`src/rtl/core/cwsplit_pkg.sv`:
```
package cwsplit_pkg;

   // default geometry of the line store
   localparam int WORDS_PER_LINE_DEF = 4;
   localparam int CHARS_PER_WORD_DEF = 8;

   // queue depths between the parts
   localparam int OP_QUEUE_DEPTH  = 4;
   localparam int RSP_QUEUE_DEPTH = 2;

   // received byte codes
   localparam logic [7:0] BYTE_NUL       = 8'd0;
   localparam logic [7:0] BYTE_BACKSPACE = 8'd8;
   localparam logic [7:0] BYTE_NEWLINE   = 8'd10;
   localparam logic [7:0] BYTE_RETURN    = 8'd13;
   localparam logic [7:0] BYTE_SPACE     = 8'd32;

   // classified operations
   localparam logic [1:0] OP_CHAR      = 2'd0;
   localparam logic [1:0] OP_SPACE     = 2'd1;
   localparam logic [1:0] OP_BACKSPACE = 2'd2;
   localparam logic [1:0] OP_NEWLINE   = 2'd3;

   typedef struct packed {
      logic [1:0] op;
      logic [7:0] rx_byte;
   } op_type;

   typedef struct packed {
      logic [1:0]  word_number;
      logic [63:0] word_chars;
      logic [3:0]  word_length;
      logic        dropped_chars;
      logic        last_word;
   } rsp_type;

endpackage

```
`src/rtl/core/command_line_word_splitter.sv`:
```
// command line word splitter: received bytes go in one per cycle and are split
// into up to WORDS_PER_LINE space-separated words of up to CHARS_PER_WORD
// characters; backspace edits the current word, carriage return and nul are
// ignored, and newline sends out one word per slot (slot 0 first, last_word on
// the final slot) and clears the line. characters that find no room are dropped
// and dropped_chars is set on every word of that line. a byte is taken every
// cycle while req_full is low; a front part classifies it into a four-entry
// queue and a back part applies it to the word store. a newline holds the
// back part until it has sent all WORDS_PER_LINE words, one word per cycle,
// limited by how fast words are popped; bytes keep queuing behind it until
// the queue fills. words wait in a two-entry queue so the back part runs on
// while the oldest word is still on the rsp_ ports.
module command_line_word_splitter #(
   parameter int WORDS_PER_LINE = cwsplit_pkg::WORDS_PER_LINE_DEF,
   parameter int CHARS_PER_WORD = cwsplit_pkg::CHARS_PER_WORD_DEF
) (
   input  logic        clock,
   input  logic        reset,
   // received bytes
   input  logic        req_push,
   input  logic [7:0]  req_rx_byte,
   output logic        req_full,
   // finished words
   output logic        rsp_empty,
   input  logic        rsp_pop,
   output logic [1:0]  rsp_word_number,
   output logic [63:0] rsp_word_chars,
   output logic [3:0]  rsp_word_length,
   output logic        rsp_dropped_chars,
   output logic        rsp_last_word
);

   import cwsplit_pkg::*;

   op_type  op_head;
   logic    op_empty;
   logic    op_pop;
   rsp_type rsp_item;
   rsp_type rsp_head;
   logic    rsp_push;
   logic    rsp_full;

   // front: classify bytes, drop return and nul, queue the rest
   cwsplit_front u_front (
      .clock       (clock),
      .reset       (reset),
      .req_push    (req_push),
      .req_rx_byte (req_rx_byte),
      .req_full    (req_full),
      .op_pop      (op_pop),
      .op_head     (op_head),
      .op_empty    (op_empty)
   );

   // back: word store, lengths, current slot and drop flag
   cwsplit_back #(
      .WORDS_PER_LINE (WORDS_PER_LINE),
      .CHARS_PER_WORD (CHARS_PER_WORD)
   ) u_back (
      .clock    (clock),
      .reset    (reset),
      .op_head  (op_head),
      .op_empty (op_empty),
      .op_pop   (op_pop),
      .rsp_push (rsp_push),
      .rsp_item (rsp_item),
      .rsp_full (rsp_full)
   );

   // output queue of finished words
   cwsplit_fifo #(
      .WIDTH ($bits(rsp_type)),
      .DEPTH (RSP_QUEUE_DEPTH)
   ) u_rsp_queue (
      .clock     (clock),
      .reset     (reset),
      .push      (rsp_push),
      .push_data (rsp_item),
      .full      (rsp_full),
      .pop       (rsp_pop),
      .pop_data  (rsp_head),
      .empty     (rsp_empty)
   );

   assign rsp_word_number   = rsp_head.word_number;
   assign rsp_word_chars    = rsp_head.word_chars;
   assign rsp_word_length   = rsp_head.word_length;
   assign rsp_dropped_chars = rsp_head.dropped_chars;
   assign rsp_last_word     = rsp_head.last_word;

endmodule

```
`src/rtl/core/cwsplit_fifo.sv`:
```
module cwsplit_fifo #(
   parameter int WIDTH = 8,
   parameter int DEPTH = 2
) (
   input  logic             clock,
   input  logic             reset,
   input  logic             push,
   input  logic [WIDTH-1:0] push_data,
   output logic             full,
   input  logic             pop,
   output logic [WIDTH-1:0] pop_data,
   output logic             empty
);

   localparam int PTR_W = (DEPTH > 1) ? $clog2(DEPTH) : 1;
   localparam int CNT_W = $clog2(DEPTH + 1);
   localparam logic [PTR_W-1:0] LAST_PTR = PTR_W'(DEPTH - 1);

   logic [WIDTH-1:0] mem_ff [DEPTH];
   logic [PTR_W-1:0] wr_ptr_ff, wr_ptr_in;
   logic [PTR_W-1:0] rd_ptr_ff, rd_ptr_in;
   logic [CNT_W-1:0] count_ff, count_in;
   logic             do_push, do_pop;

   assign full     = (count_ff == CNT_W'(DEPTH));
   assign empty    = (count_ff == '0);
   assign do_push  = push & ~full;
   assign do_pop   = pop & ~empty;
   assign pop_data = mem_ff[rd_ptr_ff];

   always_comb begin
      wr_ptr_in = wr_ptr_ff;
      rd_ptr_in = rd_ptr_ff;
      count_in  = count_ff;
      if (do_push) begin
         wr_ptr_in = (wr_ptr_ff == LAST_PTR) ? '0 : wr_ptr_ff + 1'b1;
      end
      if (do_pop) begin
         rd_ptr_in = (rd_ptr_ff == LAST_PTR) ? '0 : rd_ptr_ff + 1'b1;
      end
      if (do_push && !do_pop) begin
         count_in = count_ff + 1'b1;
      end else if (do_pop && !do_push) begin
         count_in = count_ff - 1'b1;
      end
   end

   always_ff @(posedge clock) begin
      if (reset) begin
         wr_ptr_ff <= '0;
         rd_ptr_ff <= '0;
         count_ff  <= '0;
      end else begin
         wr_ptr_ff <= wr_ptr_in;
         rd_ptr_ff <= rd_ptr_in;
         count_ff  <= count_in;
      end
   end

   always_ff @(posedge clock) begin
      if (do_push) begin
         mem_ff[wr_ptr_ff] <= push_data;
      end
   end

endmodule

```
`src/rtl/core/cwsplit_front.sv`:
```
module cwsplit_front (
   input  logic                 clock,
   input  logic                 reset,
   input  logic                 req_push,
   input  logic [7:0]           req_rx_byte,
   output logic                 req_full,
   input  logic                 op_pop,
   output cwsplit_pkg::op_type  op_head,
   output logic                 op_empty
);

   import cwsplit_pkg::*;

   op_type item;
   logic   keep;

   // return and nul never reach the back part
   always_comb begin
      item.rx_byte = req_rx_byte;
      keep         = 1'b1;
      case (req_rx_byte)
         BYTE_NEWLINE:   item.op = OP_NEWLINE;
         BYTE_SPACE:     item.op = OP_SPACE;
         BYTE_BACKSPACE: item.op = OP_BACKSPACE;
         BYTE_RETURN, BYTE_NUL: begin
            item.op = OP_CHAR;
            keep    = 1'b0;
         end
         default:        item.op = OP_CHAR;
      endcase
   end

   cwsplit_fifo #(
      .WIDTH ($bits(op_type)),
      .DEPTH (OP_QUEUE_DEPTH)
   ) u_op_queue (
      .clock     (clock),
      .reset     (reset),
      .push      (req_push & keep),
      .push_data (item),
      .full      (req_full),
      .pop       (op_pop),
      .pop_data  (op_head),
      .empty     (op_empty)
   );

endmodule

```
`src/rtl/core/cwsplit_back.sv`:
```
module cwsplit_back #(
   parameter int WORDS_PER_LINE = cwsplit_pkg::WORDS_PER_LINE_DEF,
   parameter int CHARS_PER_WORD = cwsplit_pkg::CHARS_PER_WORD_DEF
) (
   input  logic                 clock,
   input  logic                 reset,
   input  cwsplit_pkg::op_type  op_head,
   input  logic                 op_empty,
   output logic                 op_pop,
   output logic                 rsp_push,
   output cwsplit_pkg::rsp_type rsp_item,
   input  logic                 rsp_full
);

   import cwsplit_pkg::*;

   localparam int WIDX_W = (WORDS_PER_LINE > 1) ? $clog2(WORDS_PER_LINE) : 1;
   localparam int CUR_W  = $clog2(WORDS_PER_LINE + 1);
   localparam int LEN_W  = $clog2(CHARS_PER_WORD + 1);
   localparam int POS_W  = (CHARS_PER_WORD > 1) ? $clog2(CHARS_PER_WORD) : 1;
   localparam logic [WIDX_W-1:0] LAST_IDX = WIDX_W'(WORDS_PER_LINE - 1);

   // character store: bytes past a word's length are masked on the way out
   logic [7:0]        store_ff [WORDS_PER_LINE][CHARS_PER_WORD];
   logic [LEN_W-1:0]  lens_ff  [WORDS_PER_LINE];
   logic [LEN_W-1:0]  lens_in  [WORDS_PER_LINE];
   logic [CUR_W-1:0]  cur_ff, cur_in;
   logic              ovf_ff, ovf_in;
   logic [WIDX_W-1:0] emit_idx_ff, emit_idx_in;

   logic              cur_valid;
   logic [WIDX_W-1:0] cur_idx;
   logic [LEN_W-1:0]  cur_len;
   logic              store_we;
   logic [LEN_W-1:0]  emit_len;
   logic [63:0]       emit_chars;
   logic              is_newline;

   assign cur_valid  = (cur_ff < CUR_W'(WORDS_PER_LINE));
   assign cur_idx    = cur_ff[WIDX_W-1:0];
   assign cur_len    = cur_valid ? lens_ff[cur_idx] : '0;
   assign is_newline = ~op_empty & (op_head.op == OP_NEWLINE);
   assign emit_len   = lens_ff[emit_idx_ff];

   always_comb begin
      emit_chars = '0;
      for (int c = 0; c < CHARS_PER_WORD; c++) begin
         if (LEN_W'(c) < emit_len) begin
            emit_chars[8*c +: 8] = store_ff[emit_idx_ff][c];
         end
      end
   end

   assign rsp_push                = is_newline & ~rsp_full;
   assign rsp_item.word_number    = 2'(emit_idx_ff);
   assign rsp_item.word_chars     = emit_chars;
   assign rsp_item.word_length    = 4'(emit_len);
   assign rsp_item.dropped_chars  = ovf_ff;
   assign rsp_item.last_word      = (emit_idx_ff == LAST_IDX);

   always_comb begin
      lens_in     = lens_ff;
      cur_in      = cur_ff;
      ovf_in      = ovf_ff;
      emit_idx_in = emit_idx_ff;
      op_pop      = 1'b0;
      store_we    = 1'b0;
      if (!op_empty) begin
         case (op_head.op)
            OP_NEWLINE: begin
               // one word slot per cycle while rsp_full is low, newline leaves after the last slot
               if (!rsp_full) begin
                  if (emit_idx_ff == LAST_IDX) begin
                     op_pop      = 1'b1;
                     emit_idx_in = '0;
                     cur_in      = '0;
                     ovf_in      = 1'b0;
                     for (int i = 0; i < WORDS_PER_LINE; i++) begin
                        lens_in[i] = '0;
                     end
                  end else begin
                     emit_idx_in = emit_idx_ff + 1'b1;
                  end
               end
            end
            OP_SPACE: begin
               op_pop = 1'b1;
               if (cur_valid) begin
                  if (cur_len != '0) begin
                     cur_in = cur_ff + 1'b1;
                  end
               end else begin
                  cur_in = '0;
                  for (int i = 0; i < WORDS_PER_LINE; i++) begin
                     lens_in[i] = '0;
                  end
               end
            end
            OP_BACKSPACE: begin
               op_pop = 1'b1;
               if (cur_len != '0) begin
                  lens_in[cur_idx] = cur_len - 1'b1;
               end else if (cur_ff != '0) begin
                  cur_in = cur_ff - 1'b1;
               end
            end
            default: begin
               op_pop = 1'b1;
               if (cur_valid && (cur_len < LEN_W'(CHARS_PER_WORD))) begin
                  store_we         = 1'b1;
                  lens_in[cur_idx] = cur_len + 1'b1;
               end else begin
                  ovf_in = 1'b1;
               end
            end
         endcase
      end
   end

   always_ff @(posedge clock) begin
      if (reset) begin
         cur_ff      <= '0;
         ovf_ff      <= 1'b0;
         emit_idx_ff <= '0;
         for (int i = 0; i < WORDS_PER_LINE; i++) begin
            lens_ff[i] <= '0;
         end
      end else begin
         cur_ff      <= cur_in;
         ovf_ff      <= ovf_in;
         emit_idx_ff <= emit_idx_in;
         lens_ff     <= lens_in;
      end
   end

   always_ff @(posedge clock) begin
      if (store_we) begin
         store_ff[cur_idx][cur_len[POS_W-1:0]] <= op_head.rx_byte;
      end
   end

endmodule

```
`config.mk`:
```
export PLATFORM = sky130hd
export DESIGN_NAME = command_line_word_splitter
export DESIGN_NICKNAME = d
export VERILOG_FILES = /design/src/rtl/core/cwsplit_pkg.sv /design/src/rtl/core/command_line_word_splitter.sv /design/src/rtl/core/cwsplit_fifo.sv /design/src/rtl/core/cwsplit_front.sv /design/src/rtl/core/cwsplit_back.sv
export SDC_FILE = /design/constraint.sdc
export NUM_CORES = 1
export LEC_CHECK = 0
export BUFFER_PORTS_ARGS = -buffer_cell sky130_fd_sc_hd__buf_2
export CORE_AREA = 4 4 181 253
export CTS_CLUSTER_DIAMETER = 200
export DETAILED_ROUTE_END_ITERATION = 8
export DIE_AREA = 0 0 185 257
export PLACE_DENSITY = 0.69
export SETUP_SLACK_MARGIN = 0.4
export SYNTH_ARGS = -nofsm -noshare
export SYNTH_HDL_FRONTEND = slang
export SYNTH_SLANG_ARGS = --single-unit
```
`constraint.sdc`:
```
create_clock -name clock -period 8.2 [get_ports clock]
set_clock_uncertainty 0.2 [all_clocks]
set_input_delay 1.64 -clock clock [delete_from_list [all_inputs] [get_ports clock]]
set_output_delay 1.64 -clock clock [all_outputs]
set_load 0.03 [all_outputs]
```
==> summary.md, run 1 <==
| Metric | Value |
|---|---|
| Ant diodes | 0 |
| Final slew viol count | 0 |
| Post-route ant nets | 0 |
| WL/cell | 21.0 um |
| Mapped Area | 19000 um^2 |
| Synth Area per Inst | 18.5 um^2 |
| Seq cells post-synth | 478 |
| Synth top area share | 69.6% |
| Via Count | 9401 |
| Yosys top cell by area | edfxtp_1 |
| Layout cells sized above 1 | 28.4% |
| Metal2 WL | 19.5 mm |
| Worst setup path class | reg -> reg |
| RSZ-0062 raised after global routing | no |
| Core Area | 43700 um^2 |
| First DRT Iteration DRCs | 575 |
| Required time of the critical path | 8.17 ns |
| Clock Power Share | 27.1% |
| Tightest Pin Transition | 1.14 ns |
| Critical Path Fanout Max | 12 |
| Power per cell area | 343 nW/um^2 |
| Antenna violations before repair | 0 |
| Max VDD drop | 0.142 mV |
| Detail Placement HPWL | 21.8 mm |
| Syn-to-layout area delta | 12.9% |
| Vias in the first global route | 9860 |
| H-tree depth reported by CTS | 2 |
| Final min period | 4.18 ns |
| Seq/Total Area, Yosys | 73.6% |
| Clk_lat worst skew | 0.56 ns |
| Worst setup EP type | flip-flop |
| Worst EP arrival | 4.15 ns |
| Top Metal Used | met4 |
| Router iterations before antenna repair | 5 |
| Root Buffer | clkbuf_16 |
| Top FF cell, synth | edfxtp_1 |
| Sw Share | 32.3% |
| M1 WL | 14.1 mm |
| Async SR Flop Fraction | 0% |
| Die width | 185 um |
| Top-count cell post-synth | edfxtp_1 |
| Leakage | 6.85 nW |
| Post-synth top cells | edfxtp_1, mux4_2, mux2_2 |
| Max-slew headroom | 23.9% |
| CTS buffer count | 44 |
| Pin count of the biggest net entering global routing | 73 |
| DRC viols | 0 |
| Min-Delay Path Class | reg -> reg |
| Max-Cap Viols | 0 |
| CP Launch Type | flip-flop |
| Comb pwr share | 27.5% |
| Number of port buffers | 85 |
| Hold_buf cts | 0 |
| Via/cell ratio | 5.48 |
| First-pass GRT wire length | 56.6 mm |
| Starting Density | 43.4% |
| Setup_tns | 0 ns |
| Die area | 47500 um^2 |
| Post-Synthesis Cells | 1028 |
| # setup viols final | 0 |
| CTS clk-pin slew, worst paths | 0.06 ns |
| Clk buf depth | 3 |
| Netlist cell types | 51 |
| Hold_sp | u_back.ovf_ff$_SDFFE_PP0P_ |
| Seq pwr share | 45.4% |
| Post-CTS sizing | 0 |
| Met3 Wirelength | 1.58 mm |
| Final nets | 1157 |
| Routed WL | 36.1 mm |
| Synth Warn # | 0 |
| Max Freq | 239 MHz |
| Status | complete, no violations |
| NetSw | 2.37 mW |
| Die Ht | 257 um |
| Post-synth EDFFs | 440 |
| Pint | 4.98 mW |
| CTS tree | done |
| Sink Count | 478 |
| Tcrit/Tclk final | 51.0% |
| Top cells by area, synth | edfxtp_1, mux4_2, mux2_2, dfxtp_1, nor2b_1 |
| Total GRT Usage | 15.3% |
| FP Rows | 91 |
| Pwr Total | 7.35 mW |
| Final number of hold-violating endpoints | 0 |
| GR Overflow Total | 0 |
| Syn nets | 1061 |
| Post CTS Setup Buffer Count | 0 |
| # IOs | 86 |
| RePlAce Congestion | 0.857 |
metrics by stage:
step,hold slack (ns),utilization (%),instances,worst slack [ns],area [um^2]
after floorplan,0.226,-,1028,2.88,19000
after global placement,0.256,45.8,1636,4.17,20000
after detailed placement,0.268,45.8,1636,4.06,20000
after CTS,0.284,49.1,1717,3.95,21500
after global routing,0.302,49.1,1717,3.74,21500
final,0.287,49.1,1717,4.02,21500
layer usage:
metal	vias to the layer above	GRT usage, %
li1	4254	-
met3	68	1.99
met5	-	0
met1	4814	18.7
met4	0	5.12
met2	265	27.7
placed cells by master, fill, tap and decap left out, types with 3 or more instances in the layout:
master      count
clkinv_2        7
mux4_2         80
nand4_1         6
dfxtp_1        35
o21ai_0        25
clkinvlp_4      5
clkbuf_16      45
nor2b_1        58
a311oi_1        7
and2_1         30
edfxtp_1      440
nor3_1         21
clkinv_1        7
buf_2          85
nor2_1         36
nand2_1        17
clkbuf_1        8
a21oi_1        27
bufinv_16       3
xor2_1          6
buf_4          14
or3_1           7
ha_1           20
mux2i_1         4
nor4_1          7
inv_1          15
mux2_2         74
nand3_1        15
nand2b_1        7
flip-flops by register name, summed over array words and instances (netlist names), 2 cells and up, named ones only:
register and flops:
u_front.u_op_queue.count_ff 3, u_front.u_op_queue.rd_ptr_ff 2, u_back.emit_idx_ff 2, u_rsp_queue.count_ff 2, u_back.cur_ff 3, u_front.u_op_queue.mem_ff 40, u_rsp_queue.mem_ff 144, u_back.store_ff 256
u_front.u_op_queue.wr_ptr_ff 2, u_back.lens_ff 4
logic make-up after synthesis:
logic type / after synthesis / synth area share (%)
buffers and inverters: 65 / 1.46
adders and majority gates: 21 / 1.42
AOI/OAI and AO/OA: 78 / 2.48
xor gates and xnor gates: 8 / 0.369
DFF: 478 / 73.6
muxes: 160 / 14.4
and+or+nand+nor: 218 / 6.35
power groups by stage:
stage / registers (mW) / logic [mW] / clock network [mW]
after global routing: 3.37 / 2.18 / 2.14
after detailed placement: 3.39 / 2.03 / 0
final: 3.34 / 2.02 / 1.99
after floorplan: 3.25 / 1.56 / 0
after CTS: 3.34 / 2.04 / 2.04
after global placement: 3.38 / 1.99 / 0
critical path, stage by stage, from the launching register on:
cell	delay, ns
dfxtp_1	0.75
mux4_2	0.63
inv_1	0.12
ha_1	0.20
nor4b_1	0.35
nand2b_1	0.50
nor3_1	1.04
layout make-up:
cell class / count / area, um^2
Multi-Input combinational cell: 485 / 4760
Fill cell: 3587 / 22300
Inverter: 16 / 60.1
Timing Repair Buffer: 99 / 531
Clock inverter: 26 / 245
Sequential cell: 478 / 14000
Tap cell: 558 / 698
Clock buffer: 55 / 1180
worst paths after layout:
kind | slack [ns] | endpoint | depth (start not counted)
max | 4.02 | u_back.store_ff[2][27]$_DFFE_PP_ | 6
min | 0.29 | u_rsp_queue.mem_ff[1][1]$_DFFE_PP_ | 0
max reg2reg | 4.02 | u_back.store_ff[2][27]$_DFFE_PP_ | 6
min reg2reg | 0.29 | u_rsp_queue.mem_ff[1][1]$_DFFE_PP_ | 0
Power figures use the tool's default switching activity.
==> inputs of run 2 (changes only) <==
--- a/config.mk
+++ b/config.mk
@@ -5,12 +5,13 @@
 export SDC_FILE = /design/constraint.sdc
 export NUM_CORES = 1
 export LEC_CHECK = 0
+export ABC_AREA = 1
 export BUFFER_PORTS_ARGS = -buffer_cell sky130_fd_sc_hd__buf_2
-export CORE_AREA = 4 4 181 253
+export CORE_AREA = 4 4 183 256
 export CTS_CLUSTER_DIAMETER = 200
 export DETAILED_ROUTE_END_ITERATION = 8
-export DIE_AREA = 0 0 185 257
-export PLACE_DENSITY = 0.69
+export DIE_AREA = 0 0 187 260
+export PLACE_DENSITY = 0.71
 export SETUP_SLACK_MARGIN = 0.4
 export SYNTH_ARGS = -nofsm -noshare
 export SYNTH_HDL_FRONTEND = slang
==> constraint.sdc (replaced) <==
create_clock -name clock -period 3.7 [get_ports clock]
set_clock_uncertainty 0.2 [all_clocks]
set_input_delay 0.74 -clock clock [delete_from_list [all_inputs] [get_ports clock]]
set_output_delay 0.74 -clock clock [all_outputs]
set_load 0.03 [all_outputs]
==> summary.md, run 2 <==
| Metric | Value |
|---|---|
| RePlAce Congestion | 0.914 (+6.7%) |
| Power per cell area | 858 nW/um^2 (+150%) |
| Mapped Area | 19500 um^2 (+2.5%) |
| Worst setup path class | reg -> out |
| Top cells by area, synth | edfxtp_1, nor2_1, o21ai_0, mux2_2, dfxtp_1 |
| Met3 Wirelength | 1.99 mm (+26%) |
| Commonest non-fill, non-tap cell in the layout | edfxtp_1 |
| Layout cells sized above 1 | 19.9% (-8.5 points) |
| NetSw | 7.19 mW (+200%) |
| CTS clk-pin slew, worst paths | 0.07 ns (about the same) |
| Max VDD drop | 0.445 mV (+210%) |
| Number of port buffers | 85 (unchanged) |
| Total GRT Usage | 16.9% (+1.7 points) |
| Router iterations before antenna repair | 5 (unchanged) |
| Final nets | 1694 (+46%) |
| # setup viols final | 0 (unchanged) |
| Sw Share | 37.3% (+5.0 points) |
| Post-Synthesis Cells | 1540 (+50%) |
| Die area | 48600 um^2 (+2.3%) |
| Worst setup EP type | output pin |
| Post-synth top cells | edfxtp_1, nor2_1, o21ai_0 |
| Top FF cell, synth | edfxtp_1 |
| First-pass GRT wire length | 66.0 mm (+17%) |
| Pint | 12.1 mW (+140%) |
| Final min period | 3.09 ns |
| Max FFs per register | 256 (unchanged) |
| Via/cell ratio | 5.30 (-3.1%) |
| Tightest Pin Transition | 1.15 ns (+0.00785 ns) |
| Required time of the critical path | 2.76 ns (-5.41 ns) |
| Syn-to-layout area delta | 15.4% |
| Clk_lat worst skew | 0.56 ns (about the same) |
| Top-count cell post-synth | edfxtp_1 |
| FP Rows | 92 (+1.1%) |
| Comb pwr share | 35.6% (+8.1 points) |
| Synth Area per Inst | 12.6 um^2 (-32%) |
| Max-slew headroom | 23.4% (-0.52 points) |
| # IOs | 86 (unchanged) |
| Core Area | 44700 um^2 (+2.2%) |
| Worst EP arrival | 2.15 ns (-2.00 ns) |
| Setup_tns | 0 ns (unchanged) |
| Post-synth EDFFs | 440 (unchanged) |
| RSZ-0062 raised after global routing | no |
| First DRT Iteration DRCs | 853 (+48%) |
| Pin count of the biggest net entering global routing | 97 (+33%) |
| Synth Warn # | 0 (unchanged) |
| Die width | 187 um (+1.1%) |
| Pwr Total | 19.3 mW (+160%) |
| Die Ht | 260 um (+1.2%) |
| Tcrit/Tclk final | 83.5% |
| Post-route ant nets | 0 (unchanged) |
| Most frequent cells in the layout | edfxtp_1, nor2_1, o21ai_0 |
| Netlist cell types | 45 (-12%) |
| WL/cell | 18.4 um (-12%) |
| Seq cells post-synth | 478 (unchanged) |
| Sink Count | 478 (unchanged) |
| CTS tree | done |
| CP Launch Type | flip-flop |
| Hold_buf cts | 0 (unchanged) |
| Starting Density | 43.6% (+0.15 points) |
| Leakage | 8.06 nW (+18%) |
| Clk buf depth | 3 (unchanged) |
| Ant diodes | 0 (unchanged) |
| Final slew viol count | 0 (unchanged) |
| Max Freq | 324 MHz |
| Antenna violations before repair | 0 (unchanged) |
| GR Overflow Total | 0 (unchanged) |
| Max-Cap Viols | 0 (unchanged) |
| H-tree depth reported by CTS | 2 (unchanged) |
| Detail Placement HPWL | 26.5 mm (+22%) |
| Metal2 WL | 21.6 mm (+11%) |
| Hold_sp | req_rx_byte[6] |
| Top Metal Used | met4 |
| Synth top area share | 67.9% (-1.7 points) |
| Seq pwr share | 40.3% (-5.1 points) |
| Min-Delay Path Class | in -> reg |
| DRC viols | 0 (unchanged) |
| Syn nets | 1573 (+48%) |
| Critical Path Fanout Max | 41 (+29) |
| Routed WL | 41.6 mm (+15%) |
| Seq/Total Area, Yosys | 71.8% (-1.8 points) |
| Yosys top cell by area | edfxtp_1 |
| CTS buffer count | 41 (-6.8%) |
| Clock Power Share | 24.2% (-2.9 points) |
| Async SR Flop Fraction | 0% (unchanged) |
| Root Buffer | clkbuf_16 |
| Via Count | 11971 (+27%) |
| Vias in the first global route | 12125 (+23%) |
| Final number of hold-violating endpoints | 0 (unchanged) |
| Fillers | 3753 (+4.6%) |
| M1 WL | 16.8 mm (+19%) |
| Status | complete, no violations |
[run 2: path summary, 6_finish.rpt]
kind | endpoint | slack (ns) | depth (start not counted)
max | rsp_word_length[0] | 0.61 | 3
min | u_front.u_op_queue.mem_ff[1][6]$_DFFE_PP_ | 0.22 | 1
max reg2reg | u_front.u_op_queue.count_ff[2]$_SDFFE_PP0P_ | 0.74 | 13
min reg2reg | u_rsp_queue.rd_ptr_ff$_SDFFE_PP0P_ | 0.28 | 2
[run 2: cell families after synthesis]
logic type	after synthesis	share of synthesized area, %
simple gates	496	10.7
flops	478	71.8
mux	72	4.16
fa+ha+maj	21	1.39
compound gates	309	8.54
xor+xnor	2	0.129
buf+inv	162	3.28
[run 2: metrics by stage]
| stage | instances | area [um^2] | worst slack (ns) | util (%) | hold slack (ns) |
|---|---|---|---|---|---|
| floorplan | 1540 | 19500 | 0.431 | - | 0.226 |
| global placement | 2179 | 20900 | 0.616 | 46.9 | 0.249 |
| detailed placement | 2179 | 20900 | 0.543 | 46.9 | 0.258 |
| CTS | 2254 | 22400 | 0.515 | 50.2 | 0.195 |
| global route | 2257 | 22500 | 0.470 | 50.3 | 0.203 |
| finish | 2257 | 22500 | 0.610 | 50.3 | 0.216 |
[run 2: final cells by class]
class | count | area [um^2] | area share, %
Sequential cell | 478 | 14000 | 62.3
Multi-Input combinational cell | 900 | 5010 | 22.3
Clock buffer | 49 | 1110 | 4.94
Timing Repair Buffer | 141 | 908 | 4.04
Tap cell | 564 | 706 | 3.14
Inverter | 98 | 377 | 1.68
Clock inverter | 26 | 365 | 1.63
Timing Repair inverter | 1 | 5.00 | 0.0223
[run 2: what timing repair did]
action / 4_1_cts / 5_1_grt
setup buffers: 0 / 2
endpoints found under the setup margin: 0 / 19
resized for setup: 0 / 6
[run 2: layer usage]
layer | global-route usage (%) | vias up
li1 | - | 5691
met1 | 20.8 | 5836
met2 | 30.4 | 365
met3 | 2.48 | 79
met4 | 6.19 | 0
met5 | 0 | -
[run 2: worst max-delay path, stage by stage, from the launching register on]
cell and delay (ns):
dfxtp_4 0.65, buf_12 0.29, mux2_2 0.43, buf_2 0.20
[run 2: power by group through the flow]
stage / Clock (mW) / Combinational (mW) / Sequential [mW]
2_1_floorplan: 0 / 4.73 / 7.67
3_3_place_gp: 0 / 6.73 / 7.84
3_5_place_dp: 0 / 6.84 / 7.87
4_1_cts: 4.74 / 6.89 / 7.76
5_1_grt: 4.97 / 7.56 / 7.83
6_report: 4.66 / 6.85 / 7.76
